===== src/hdl/zbp_pkg.sv =====
// Shared constants, types and byte-order helpers of the zero block packer.
package zbp_pkg;

   localparam int BLOCK_BYTES     = 512;
   localparam int LINE_BLOCKS     = 96;
   localparam int ITEM_BYTES      = 16;
   localparam int ITEMS_PER_BLOCK = BLOCK_BYTES / ITEM_BYTES;
   localparam int IDX_W           = (ITEMS_PER_BLOCK > 1) ? $clog2(ITEMS_PER_BLOCK) : 1;
   localparam int BP_W            = $clog2(LINE_BLOCKS);
   localparam int LINE_WORDS      = LINE_BLOCKS / 32;
   localparam int NB_W            = 5;

   // Bytes 00 58 44 49 in transmission order, and bytes 49 44 58 00.
   localparam logic [31:0] MARK_WORD = 32'h4944_5800;
   localparam logic [31:0] META_TAG  = 32'h0058_4449;
   localparam logic [NB_W-1:0] FULL_BYTES = NB_W'(ITEM_BYTES);

   typedef enum logic [1:0] {
      KIND_DATA = 2'd0,
      KIND_LINE = 2'd1,
      KIND_META = 2'd2
   } kind_type;

   typedef struct packed {
      logic accept;
      logic rd_issue;
      logic load_data;
      logic load_line;
      logic load_meta;
   } cmd_type;

   typedef struct packed {
      logic block_end;
      logic acc_nonzero;
      logic acc_eof;
      logic acc_line_due;
      logic out_free;
      logic last_read;
      logic file_end;
      logic line_pending;
   } status_type;

   // Places a word so that its most significant byte lands in the lowest byte lane.
   function automatic logic [31:0] be32(input logic [31:0] v);
      return {v[7:0], v[15:8], v[23:16], v[31:24]};
   endfunction

   function automatic logic [63:0] be64(input logic [63:0] v);
      return {be32(v[31:0]), be32(v[63:32])};
   endfunction

endpackage


===== src/hdl/zbp_if.sv =====
// Request and response channel interfaces of the zero block packer.
interface zbp_req_if import zbp_pkg::*; ();
   logic            valid;
   logic            ready;
   logic [63:0]     data_low;
   logic [63:0]     data_high;
   logic [NB_W-1:0] bytes_valid;
   logic            end_of_file;

   modport source (output valid, data_low, data_high, bytes_valid, end_of_file,
                   input ready);
   modport sink   (input valid, data_low, data_high, bytes_valid, end_of_file,
                   output ready);
endinterface

interface zbp_rsp_if import zbp_pkg::*; ();
   logic            valid;
   logic            ready;
   logic [1:0]      kind;
   logic [63:0]     out_low;
   logic [63:0]     out_high;
   logic [NB_W-1:0] out_bytes;
   logic            last_of_run;

   modport source (output valid, kind, out_low, out_high, out_bytes, last_of_run,
                   input ready);
   modport sink   (input valid, kind, out_low, out_high, out_bytes, last_of_run,
                   output ready);
endinterface


===== src/hdl/zbp_datapath.sv =====
// Datapath: block buffer, bitmap counters and the response output register.
module zbp_datapath import zbp_pkg::*; (
   input  logic            clock,
   input  logic            reset,
   input  cmd_type         cmd,
   output status_type      status,
   input  logic [63:0]     data_low,
   input  logic [63:0]     data_high,
   input  logic [NB_W-1:0] bytes_valid,
   input  logic            end_of_file,
   output logic            rsp_valid,
   input  logic            rsp_ready,
   output logic [1:0]      kind,
   output logic [63:0]     out_low,
   output logic [63:0]     out_high,
   output logic [NB_W-1:0] out_bytes,
   output logic            last_of_run
);

   logic [127:0]    block_store [ITEMS_PER_BLOCK];
   logic [127:0]    store_q_ff;

   logic            nonzero_ff;
   logic [IDX_W-1:0] item_in_block_ff;
   logic [BP_W-1:0] bit_position_ff;
   logic [31:0]     presence_ff [LINE_WORDS];
   logic [31:0]     running_count_ff;
   logic [31:0]     line_start_ff;
   logic [63:0]     total_bytes_ff;
   logic [31:0]     lines_emitted_ff;
   logic            eof_ff;
   logic            line_due_ff;
   logic [IDX_W-1:0] last_idx_ff;
   logic [NB_W-1:0] final_nb_ff;
   logic [IDX_W-1:0] rd_ptr_ff;
   logic            rsp_valid_ff;

   logic [1:0]      kind_ff;
   logic [127:0]    out_word_ff;
   logic [NB_W-1:0] out_bytes_ff;
   logic            last_ff;

   logic [NB_W-1:0] nb_eff;
   logic [127:0]    byte_mask;
   logic [127:0]    item_word;
   logic            item_nz;
   logic            marked;
   logic [127:0]    line_word;
   logic [127:0]    meta_word;

   // Bytes beyond the valid count of a final transaction are forced to zero.
   always_comb begin
      nb_eff = bytes_valid;
      if (!end_of_file || bytes_valid == '0 || bytes_valid > FULL_BYTES) begin
         nb_eff = FULL_BYTES;
      end
      for (int b = 0; b < ITEM_BYTES; b++) begin
         byte_mask[b*8 +: 8] = (NB_W'(b) < nb_eff) ? 8'hff : 8'h00;
      end
   end

   assign item_word = {data_high, data_low} & byte_mask;
   assign item_nz   = |item_word;

   assign marked    = !eof_ff && (running_count_ff == '0);
   assign line_word = {be32(presence_ff[2]), be32(presence_ff[1]), be32(presence_ff[0]),
                       marked ? MARK_WORD : be32(line_start_ff)};
   assign meta_word = {be64(total_bytes_ff), be32(lines_emitted_ff + 32'd2), META_TAG};

   assign status.block_end    = end_of_file ||
                                (item_in_block_ff == IDX_W'(ITEMS_PER_BLOCK - 1));
   assign status.acc_nonzero  = nonzero_ff | item_nz;
   assign status.acc_eof      = end_of_file;
   assign status.acc_line_due = bit_position_ff == BP_W'(LINE_BLOCKS - 1);
   assign status.out_free     = !rsp_valid_ff || rsp_ready;
   assign status.last_read    = rd_ptr_ff == last_idx_ff;
   assign status.file_end     = eof_ff;
   assign status.line_pending = line_due_ff;

   always_ff @(posedge clock) begin
      if (cmd.accept) begin
         block_store[item_in_block_ff] <= item_word;
      end
      if (cmd.rd_issue) begin
         store_q_ff <= block_store[rd_ptr_ff];
      end
   end

   always_ff @(posedge clock) begin
      if (reset || cmd.load_meta) begin
         nonzero_ff       <= 1'b0;
         item_in_block_ff <= '0;
         bit_position_ff  <= '0;
         for (int w = 0; w < LINE_WORDS; w++) begin
            presence_ff[w] <= '0;
         end
         running_count_ff <= '0;
         line_start_ff    <= '0;
         total_bytes_ff   <= '0;
         lines_emitted_ff <= '0;
         eof_ff           <= 1'b0;
         line_due_ff      <= 1'b0;
         last_idx_ff      <= '0;
         final_nb_ff      <= FULL_BYTES;
         rd_ptr_ff        <= '0;
      end else begin
         if (cmd.accept) begin
            total_bytes_ff <= total_bytes_ff + 64'(nb_eff);
            if (status.block_end) begin
               nonzero_ff       <= 1'b0;
               item_in_block_ff <= '0;
               eof_ff           <= end_of_file;
               line_due_ff      <= !end_of_file && status.acc_line_due;
               last_idx_ff      <= item_in_block_ff;
               final_nb_ff      <= nb_eff;
               rd_ptr_ff        <= '0;
               if (status.acc_nonzero) begin
                  presence_ff[bit_position_ff[BP_W-1:5]][bit_position_ff[4:0]] <= 1'b1;
                  running_count_ff <= running_count_ff + 32'd1;
               end
               if (!end_of_file) begin
                  bit_position_ff <= status.acc_line_due ? '0 : bit_position_ff + 1'b1;
               end
            end else begin
               nonzero_ff       <= status.acc_nonzero;
               item_in_block_ff <= item_in_block_ff + 1'b1;
            end
         end
         if (cmd.load_data) begin
            rd_ptr_ff <= rd_ptr_ff + 1'b1;
         end
         if (cmd.load_line && !eof_ff) begin
            line_start_ff    <= running_count_ff;
            lines_emitted_ff <= lines_emitted_ff + 32'd1;
            line_due_ff      <= 1'b0;
            for (int w = 0; w < LINE_WORDS; w++) begin
               presence_ff[w] <= '0;
            end
         end
      end
   end

   always_ff @(posedge clock) begin
      if (reset) begin
         rsp_valid_ff <= 1'b0;
      end else if (cmd.load_data || cmd.load_line || cmd.load_meta) begin
         rsp_valid_ff <= 1'b1;
      end else if (rsp_ready) begin
         rsp_valid_ff <= 1'b0;
      end
   end

   always_ff @(posedge clock) begin
      if (cmd.load_data) begin
         kind_ff      <= KIND_DATA;
         out_word_ff  <= store_q_ff;
         out_bytes_ff <= (eof_ff && status.last_read) ? final_nb_ff : FULL_BYTES;
         last_ff      <= status.last_read && !eof_ff && !line_due_ff;
      end else if (cmd.load_line) begin
         kind_ff      <= KIND_LINE;
         out_word_ff  <= line_word;
         out_bytes_ff <= FULL_BYTES;
         last_ff      <= !eof_ff;
      end else if (cmd.load_meta) begin
         kind_ff      <= KIND_META;
         out_word_ff  <= meta_word;
         out_bytes_ff <= FULL_BYTES;
         last_ff      <= 1'b1;
      end
   end

   assign rsp_valid   = rsp_valid_ff;
   assign kind        = kind_ff;
   assign out_low     = out_word_ff[63:0];
   assign out_high    = out_word_ff[127:64];
   assign out_bytes   = out_bytes_ff;
   assign last_of_run = last_ff;

   a_one_load: assert property (@(posedge clock) disable iff (reset)
      $onehot0({cmd.load_data, cmd.load_line, cmd.load_meta}))
      else $error("More than one response loaded in a cycle.");

   a_load_free: assert property (@(posedge clock) disable iff (reset)
      (cmd.load_data || cmd.load_line || cmd.load_meta) |-> status.out_free)
      else $error("Response register overwritten while still held.");

   a_meta_clears: assert property (@(posedge clock) disable iff (reset)
      cmd.load_meta |=> (running_count_ff == '0 && bit_position_ff == '0 &&
                         total_bytes_ff == '0))
      else $error("File state not cleared after the metadata line.");

   a_bit_range: assert property (@(posedge clock) disable iff (reset)
      bit_position_ff < BP_W'(LINE_BLOCKS))
      else $error("Bitmap position beyond the line.");

endmodule


===== src/hdl/zbp_controller.sv =====
// Controller: sequences acceptance, block replay, bitmap and metadata lines.
module zbp_controller import zbp_pkg::*; (
   input  logic       clock,
   input  logic       reset,
   input  logic       req_valid,
   output logic       req_ready,
   input  status_type status,
   output cmd_type    cmd
);

   typedef enum logic [2:0] {
      S_IDLE,
      S_READ,
      S_SEND,
      S_LINE,
      S_META
   } state_type;

   state_type state_ff;
   state_type state_in;
   logic      ready_ff;

   always_comb begin
      state_in = state_ff;
      cmd      = '0;
      unique case (state_ff)
         S_IDLE: begin
            cmd.accept = ready_ff && req_valid;
            if (cmd.accept && status.block_end) begin
               if (status.acc_nonzero) begin
                  state_in = S_READ;
               end else if (status.acc_eof || status.acc_line_due) begin
                  state_in = S_LINE;
               end
            end
         end
         S_READ: begin
            cmd.rd_issue = 1'b1;
            state_in     = S_SEND;
         end
         S_SEND: begin
            if (status.out_free) begin
               cmd.load_data = 1'b1;
               if (!status.last_read) begin
                  state_in = S_READ;
               end else if (status.file_end || status.line_pending) begin
                  state_in = S_LINE;
               end else begin
                  state_in = S_IDLE;
               end
            end
         end
         S_LINE: begin
            if (status.out_free) begin
               cmd.load_line = 1'b1;
               state_in      = status.file_end ? S_META : S_IDLE;
            end
         end
         S_META: begin
            if (status.out_free) begin
               cmd.load_meta = 1'b1;
               state_in      = S_IDLE;
            end
         end
         default: state_in = S_IDLE;
      endcase
   end

   always_ff @(posedge clock) begin
      if (reset) begin
         state_ff <= S_IDLE;
         ready_ff <= 1'b0;
      end else begin
         state_ff <= state_in;
         ready_ff <= (state_in == S_IDLE);
      end
   end

   assign req_ready = ready_ff;

endmodule


===== src/hdl/zero_block_packer.sv =====
// Top level of the zero block packer: controller and datapath.
// The request channel carries the file as 16-byte transactions; end_of_file
// marks the final one, whose bytes_valid may be below 16. The response channel
// returns block data (kind 0), bitmap lines (kind 1) and the closing metadata
// line (kind 2); last_of_run flags the final response caused by a request.
// A transaction that does not end a block leaves the controller idle, and such
// transactions may follow each other in consecutive cycles.
// A transaction that ends a block holding any nonzero byte replays the whole
// block from the internal buffer, each response by a buffer read and then an
// output register load. A bitmap line or metadata line adds one response each.
// An all-zero block produces no data responses. The first data response passes
// the buffer read register and then the output register after the block-ending
// transaction is accepted; after an all-zero block, a due bitmap line is loaded
// from the S_LINE state once the response register is free.
// When the receiver stalls, the response register holds its transaction and
// the replay waits; no request is taken until the replay has finished.
// Reset is synchronous and clears all counters; the block buffer needs no
// clearing, since each entry is written before it is replayed.
// Request ready rises the cycle after reset is released.
module zero_block_packer import zbp_pkg::*; (
   input logic    clock,
   input logic    reset,
   zbp_req_if.sink   req_bus,
   zbp_rsp_if.source rsp_bus
);

   cmd_type    cmd;
   status_type status;

   zbp_controller u_controller (
      .clock     (clock),
      .reset     (reset),
      .req_valid (req_bus.valid),
      .req_ready (req_bus.ready),
      .status    (status),
      .cmd       (cmd)
   );

   zbp_datapath u_datapath (
      .clock       (clock),
      .reset       (reset),
      .cmd         (cmd),
      .status      (status),
      .data_low    (req_bus.data_low),
      .data_high   (req_bus.data_high),
      .bytes_valid (req_bus.bytes_valid),
      .end_of_file (req_bus.end_of_file),
      .rsp_valid   (rsp_bus.valid),
      .rsp_ready   (rsp_bus.ready),
      .kind        (rsp_bus.kind),
      .out_low     (rsp_bus.out_low),
      .out_high    (rsp_bus.out_high),
      .out_bytes   (rsp_bus.out_bytes),
      .last_of_run (rsp_bus.last_of_run)
   );

endmodule

===== src/flat_wrapper.sv =====
// flat-port wrapper written by rule: the top's interface ports become plain ports
module zero_block_packer_flat import zbp_pkg::*;
  (clock, reset, req_bus_valid, req_bus_data_low, req_bus_data_high, req_bus_bytes_valid, req_bus_end_of_file, req_bus_ready, rsp_bus_valid, rsp_bus_kind, rsp_bus_out_low, rsp_bus_out_high, rsp_bus_out_bytes, rsp_bus_last_of_run, rsp_bus_ready);
  zbp_req_if req_bus_i ();
  zbp_rsp_if rsp_bus_i ();
  input logic clock;
  input logic reset;
  input wire logic [$bits(req_bus_i.valid)-1:0] req_bus_valid;
  input wire logic [$bits(req_bus_i.data_low)-1:0] req_bus_data_low;
  input wire logic [$bits(req_bus_i.data_high)-1:0] req_bus_data_high;
  input wire logic [$bits(req_bus_i.bytes_valid)-1:0] req_bus_bytes_valid;
  input wire logic [$bits(req_bus_i.end_of_file)-1:0] req_bus_end_of_file;
  output wire logic [$bits(req_bus_i.ready)-1:0] req_bus_ready;
  output wire logic [$bits(rsp_bus_i.valid)-1:0] rsp_bus_valid;
  output wire logic [$bits(rsp_bus_i.kind)-1:0] rsp_bus_kind;
  output wire logic [$bits(rsp_bus_i.out_low)-1:0] rsp_bus_out_low;
  output wire logic [$bits(rsp_bus_i.out_high)-1:0] rsp_bus_out_high;
  output wire logic [$bits(rsp_bus_i.out_bytes)-1:0] rsp_bus_out_bytes;
  output wire logic [$bits(rsp_bus_i.last_of_run)-1:0] rsp_bus_last_of_run;
  input wire logic [$bits(rsp_bus_i.ready)-1:0] rsp_bus_ready;
  assign req_bus_i.valid = req_bus_valid;
  assign req_bus_i.data_low = req_bus_data_low;
  assign req_bus_i.data_high = req_bus_data_high;
  assign req_bus_i.bytes_valid = req_bus_bytes_valid;
  assign req_bus_i.end_of_file = req_bus_end_of_file;
  assign req_bus_ready = req_bus_i.ready;
  assign rsp_bus_valid = rsp_bus_i.valid;
  assign rsp_bus_kind = rsp_bus_i.kind;
  assign rsp_bus_out_low = rsp_bus_i.out_low;
  assign rsp_bus_out_high = rsp_bus_i.out_high;
  assign rsp_bus_out_bytes = rsp_bus_i.out_bytes;
  assign rsp_bus_last_of_run = rsp_bus_i.last_of_run;
  assign rsp_bus_i.ready = rsp_bus_ready;
  zero_block_packer u_core (.clock(clock), .reset(reset), .req_bus(req_bus_i), .rsp_bus(rsp_bus_i));
endmodule

===== config.mk =====
export PLATFORM = sky130hd
export DESIGN_NAME = zero_block_packer_flat
export DESIGN_NICKNAME = d
export VERILOG_FILES = /design/src/hdl/zbp_pkg.sv /design/src/hdl/zbp_if.sv /design/src/hdl/zbp_datapath.sv /design/src/hdl/zbp_controller.sv /design/src/hdl/zero_block_packer.sv /design/src/flat_wrapper.sv
export SDC_FILE = /design/constraint.sdc
export NUM_CORES = 2
export LEC_CHECK = 0
export CAP_MARGIN = 20
export CORE_MARGIN = 3
export CORE_UTILIZATION = 35
export DETAILED_ROUTE_END_ITERATION = 16
export DONT_BUFFER_PORTS = 1
export GPL_ROUTABILITY_DRIVEN = 0
export HOLD_SLACK_MARGIN = 0.02
export PLACE_DENSITY_LB_ADDON = 0.05
export SYNTH_ARGS = -nofsm -noshare
export SYNTH_HDL_FRONTEND = slang
export SYNTH_MEMORY_MAX_BITS = 65536
export SYNTH_SLANG_ARGS = --single-unit
export TNS_END_PERCENT = 30

===== constraint.sdc =====
create_clock -name clock -period 15.95 [get_ports clock]
set_input_delay 1.595 -clock clock [delete_from_list [all_inputs] [get_ports clock]]
set_output_delay 1.595 -clock clock [all_outputs]
set_load 0.03 [all_outputs]

==> results.ini <==
[floorplan]
die_height_um = 723
io_pins = 276
initial_utilization_pct = 35.2
die_area_mm2 = 0.522
num_rows = 262
die_width_um = 723
coreArea_mm2 = 0.510

[global_route]
global_route.usage.total_pct = 21.4
grt_antenna_before_repair = 34
grt-ovfl-total = 0
grt_first_pass_wirelength_um = 774000
vias_in_the_first_global_route = 90530
grt_max_degree = 105

[power_and_ir_drop]
ir_drop_v = 0.000101
totalPowerFinal_uw = 26300
power_density_mw_per_mm2 = 127
p_leak_uw = 0.0614

[timing]
worstMarginPinSlew_ns = 1.39
hold_violations = 0
final.min_clock_period_ns = 5.79
final_max_slew_viol_count = 0
fmax_mhz = 173
worst_clock_skew_ns = 0.0544
rsz_0062_raised_after_global_routing = no
timing.slew.headroom_pct = 7.18
final_critical_path_setup_slack_ns = 10.16
finalCritPeriodShare_pct = 36.3
setup_violations = 0
totalNegativeSetupSlack_ns = 0

[clock_tree]
cts_inserted_buffers = 535
clk_transition_reported_paths_ns = 0.06
maximum_root_to_sink_buffer_count = 4
cts-hold-fix-buffers = 0
cts_setup_buffers = 0
insertion_delay_ns = 1.07
cts_tree = done
cts_sinks = 4651
clk_root_buffer_cell = clkbuf_16
postCtsResizedCells = 0
cts.htree.levels = 6

[finish]
finish.net_count = 8907
drive_gt1_share_pct = 27.7
post-route-util_pct = 40.6
finish.instance_area_mm2 = 0.207
flow.area_growth_from_synthesis_pct = 15.3

[min_path]
hold_depth = 2
holdCritPathClass = reg -> reg
min_from = u_core.u_datapath.final_nb_ff[3]$_SDFFE_PP0P_

[routing]
first_pass_iters = 6
detailedRoute.firstIterationViolations = 8514
final_antenna_net_count = 0
wirelength_um = 567000
avgViaCountPerCell = 5.54
wl_per_cell_um = 35.7
route.vias.total = 88040
post-route-drc-count = 0

[logic_synthesis]
synth.cell_area_mm2 = 0.180
synth.ff_latch_count = 4651
synth_cell_type_count = 82
syn_nets = 8520
ys_warn_count = 0
synth_top_flop_cell = edfxtp_1
synth_async_sr_flop_share_pct = 0
netlist.area_leader.share_pct = 72.8
synth_enable_flop_cells = 4358
post_synth_inst_count = 8363
synth-seq-area-share_pct = 76.1
synth.top_cells.by_area = edfxtp_1 73%, mux4_2 16%, dfxtp_1 3.3%, nand2_1 0.86%, mux2_2 0.80%
postSynthAreaPerCell_um2 = 21.5
synth_largest_area_cell = edfxtp_1

[worst_setup_path]
crit_arrival_ns = 6.60
crit_fanout = 93
timing.critical_path.required_ns = 16.75
worstSetupPathType = reg -> reg
worst-r2r-setup-slack_ns = 10.16
crit_path_end_kind = flop
timing.critical_path.from = u_core.u_datapath.rd_ptr_ff[0]$_SDFFE_PP0P_
worst_r2r_startpoint = u_core.u_datapath.rd_ptr_ff[0]$_SDFFE_PP0P_
register_to_register_path_depth = 7
crit_path_start_kind = flop

[place]
place_hpwl_um = 309000
dpl_cell_area_mm2 = 0.189
port-buffer-count = 0
preCtsSetupSlack_ns = 9.66

[run_status]
outcome = complete, no violations

[job]
drv.max_cap_violation_count = 0

## report_power, final
group / total, uW / switching (uW) / internal, uW
combinational: 1040 / 621 / 417
clock: 11700 / 4970 / 6760
sequential: 13500 / 74.5 / 13500
total: 26300 / 5660 / 20600
## registers in the layout, summed over array words and instances (netlist names), 7 cells and up
register / flops
u_core.u_datapath.block_store: 4096
u_core.u_datapath.out_word_ff: 128
u_core.u_datapath.store_q_ff: 128
u_core.u_datapath.presence_ff: 96
u_core.u_datapath.total_bytes_ff: 64
u_core.u_datapath.line_start_ff: 32
u_core.u_datapath.lines_emitted_ff: 32
u_core.u_datapath.running_count_ff: 32
u_core.u_datapath.bit_position_ff: 7
## final cells by class
class                   instances  area (um^2)
diodes                          5         12.5
clock buffers                 713        14500
clock inverters               226         2050
fillers                     44758       303000
inverters                      21         78.8
multi-input cells            3225        41400
flip-flops and latches       4651       137000
well taps                    6732         8420
repair buffers                316         4090
## cells in the mapped netlist, types with 18 or more instances
cell         n
nand4_1     53
or4_1       18
mux2i_1    108
nor4_1      45
edfxtp_1  4358
buf_1       76
and3_1      24
nand3_1    119
a21oi_1    129
o21ai_0    176
nor2_1     148
nand2_1    414
mux2_2     128
clkbuf_1   300
ha_1        19
nor3_1      33
inv_1       20
and2_1     149
a22o_1      29
a211oi_1    19
buf_2       82
mux4_2    1280
o31ai_1     24
or3_1       19
xnor2_1     40
nand2b_1    25
xor2_1      54
dfxtp_1    293
## logic make-up after synthesis
logic type      Yosys count  synth area share, %
simple gates           1119                 3.12
fa+ha+maj                20                0.138
xor+xnor                 94                0.458
buf+inv                 487                 1.10
compound gates          476                 1.68
mux                    1516                 17.4
flops                  4651                 76.1
## cell usage in the layout (no fill, tap or decap), types with 54 or more instances in the layout
master	Yosys	final
buf_4	3	211
dfxtp_1	293	287
o21ai_0	176	165
nor2_1	148	117
xor2_1	54	54
nand3_1	119	119
mux4_2	1280	1280
mux2_2	128	128
clkinv_2	0	67
mux2i_1	108	108
a21oi_1	129	129
edfxtp_1	4358	4358
and2_1	149	148
clkbuf_16	0	554
clkbuf_1	300	146
nand2_1	414	413
clkinv_1	1	87
## through the flow
| stage | cells | hold slack, ns |
|---|---|---|
| finish | 15889 | 0.451 |
| global route | 15885 | 0.479 |
| CTS | 15820 | 0.453 |
| detailed placement | 14881 | 0.445 |
| floorplan | 8363 | 0.417 |
| global placement | 14864 | 0.435 |
## metal layers
| metal | vias up | routed length, um | global-route usage, % |
|---|---|---|---|
| li1 | 35778 | - | - |
| met1 | 49223 | 247000 | 29.7 |
| met2 | 2396 | 278000 | 35.5 |
| met3 | 643 | 27500 | 3.27 |
| met4 | 0 | 14700 | 5.18 |
| met5 | - | 0 | 0 |
## worst max-delay path: stages, from the launching register on
cell and delay (ns):
dfxtp_4 0.86, buf_4 0.76, buf_12 0.68, buf_4 0.78, buf_4 0.80, mux4_2 0.61, mux4_2 0.50, mux2_2 0.28
## path summary, 6_finish.rpt
kind / end
worst max-delay path: u_core.u_datapath.store_q_ff[77]$_DFFE_PP_
worst max register to register: u_core.u_datapath.store_q_ff[77]$_DFFE_PP_
worst min register to register: u_core.u_datapath.final_nb_ff[3]$_SDFFE_PP0P_
worst min-delay path: u_core.u_datapath.final_nb_ff[3]$_SDFFE_PP0P_
Note: power is estimated with default switching activity, not from simulation.
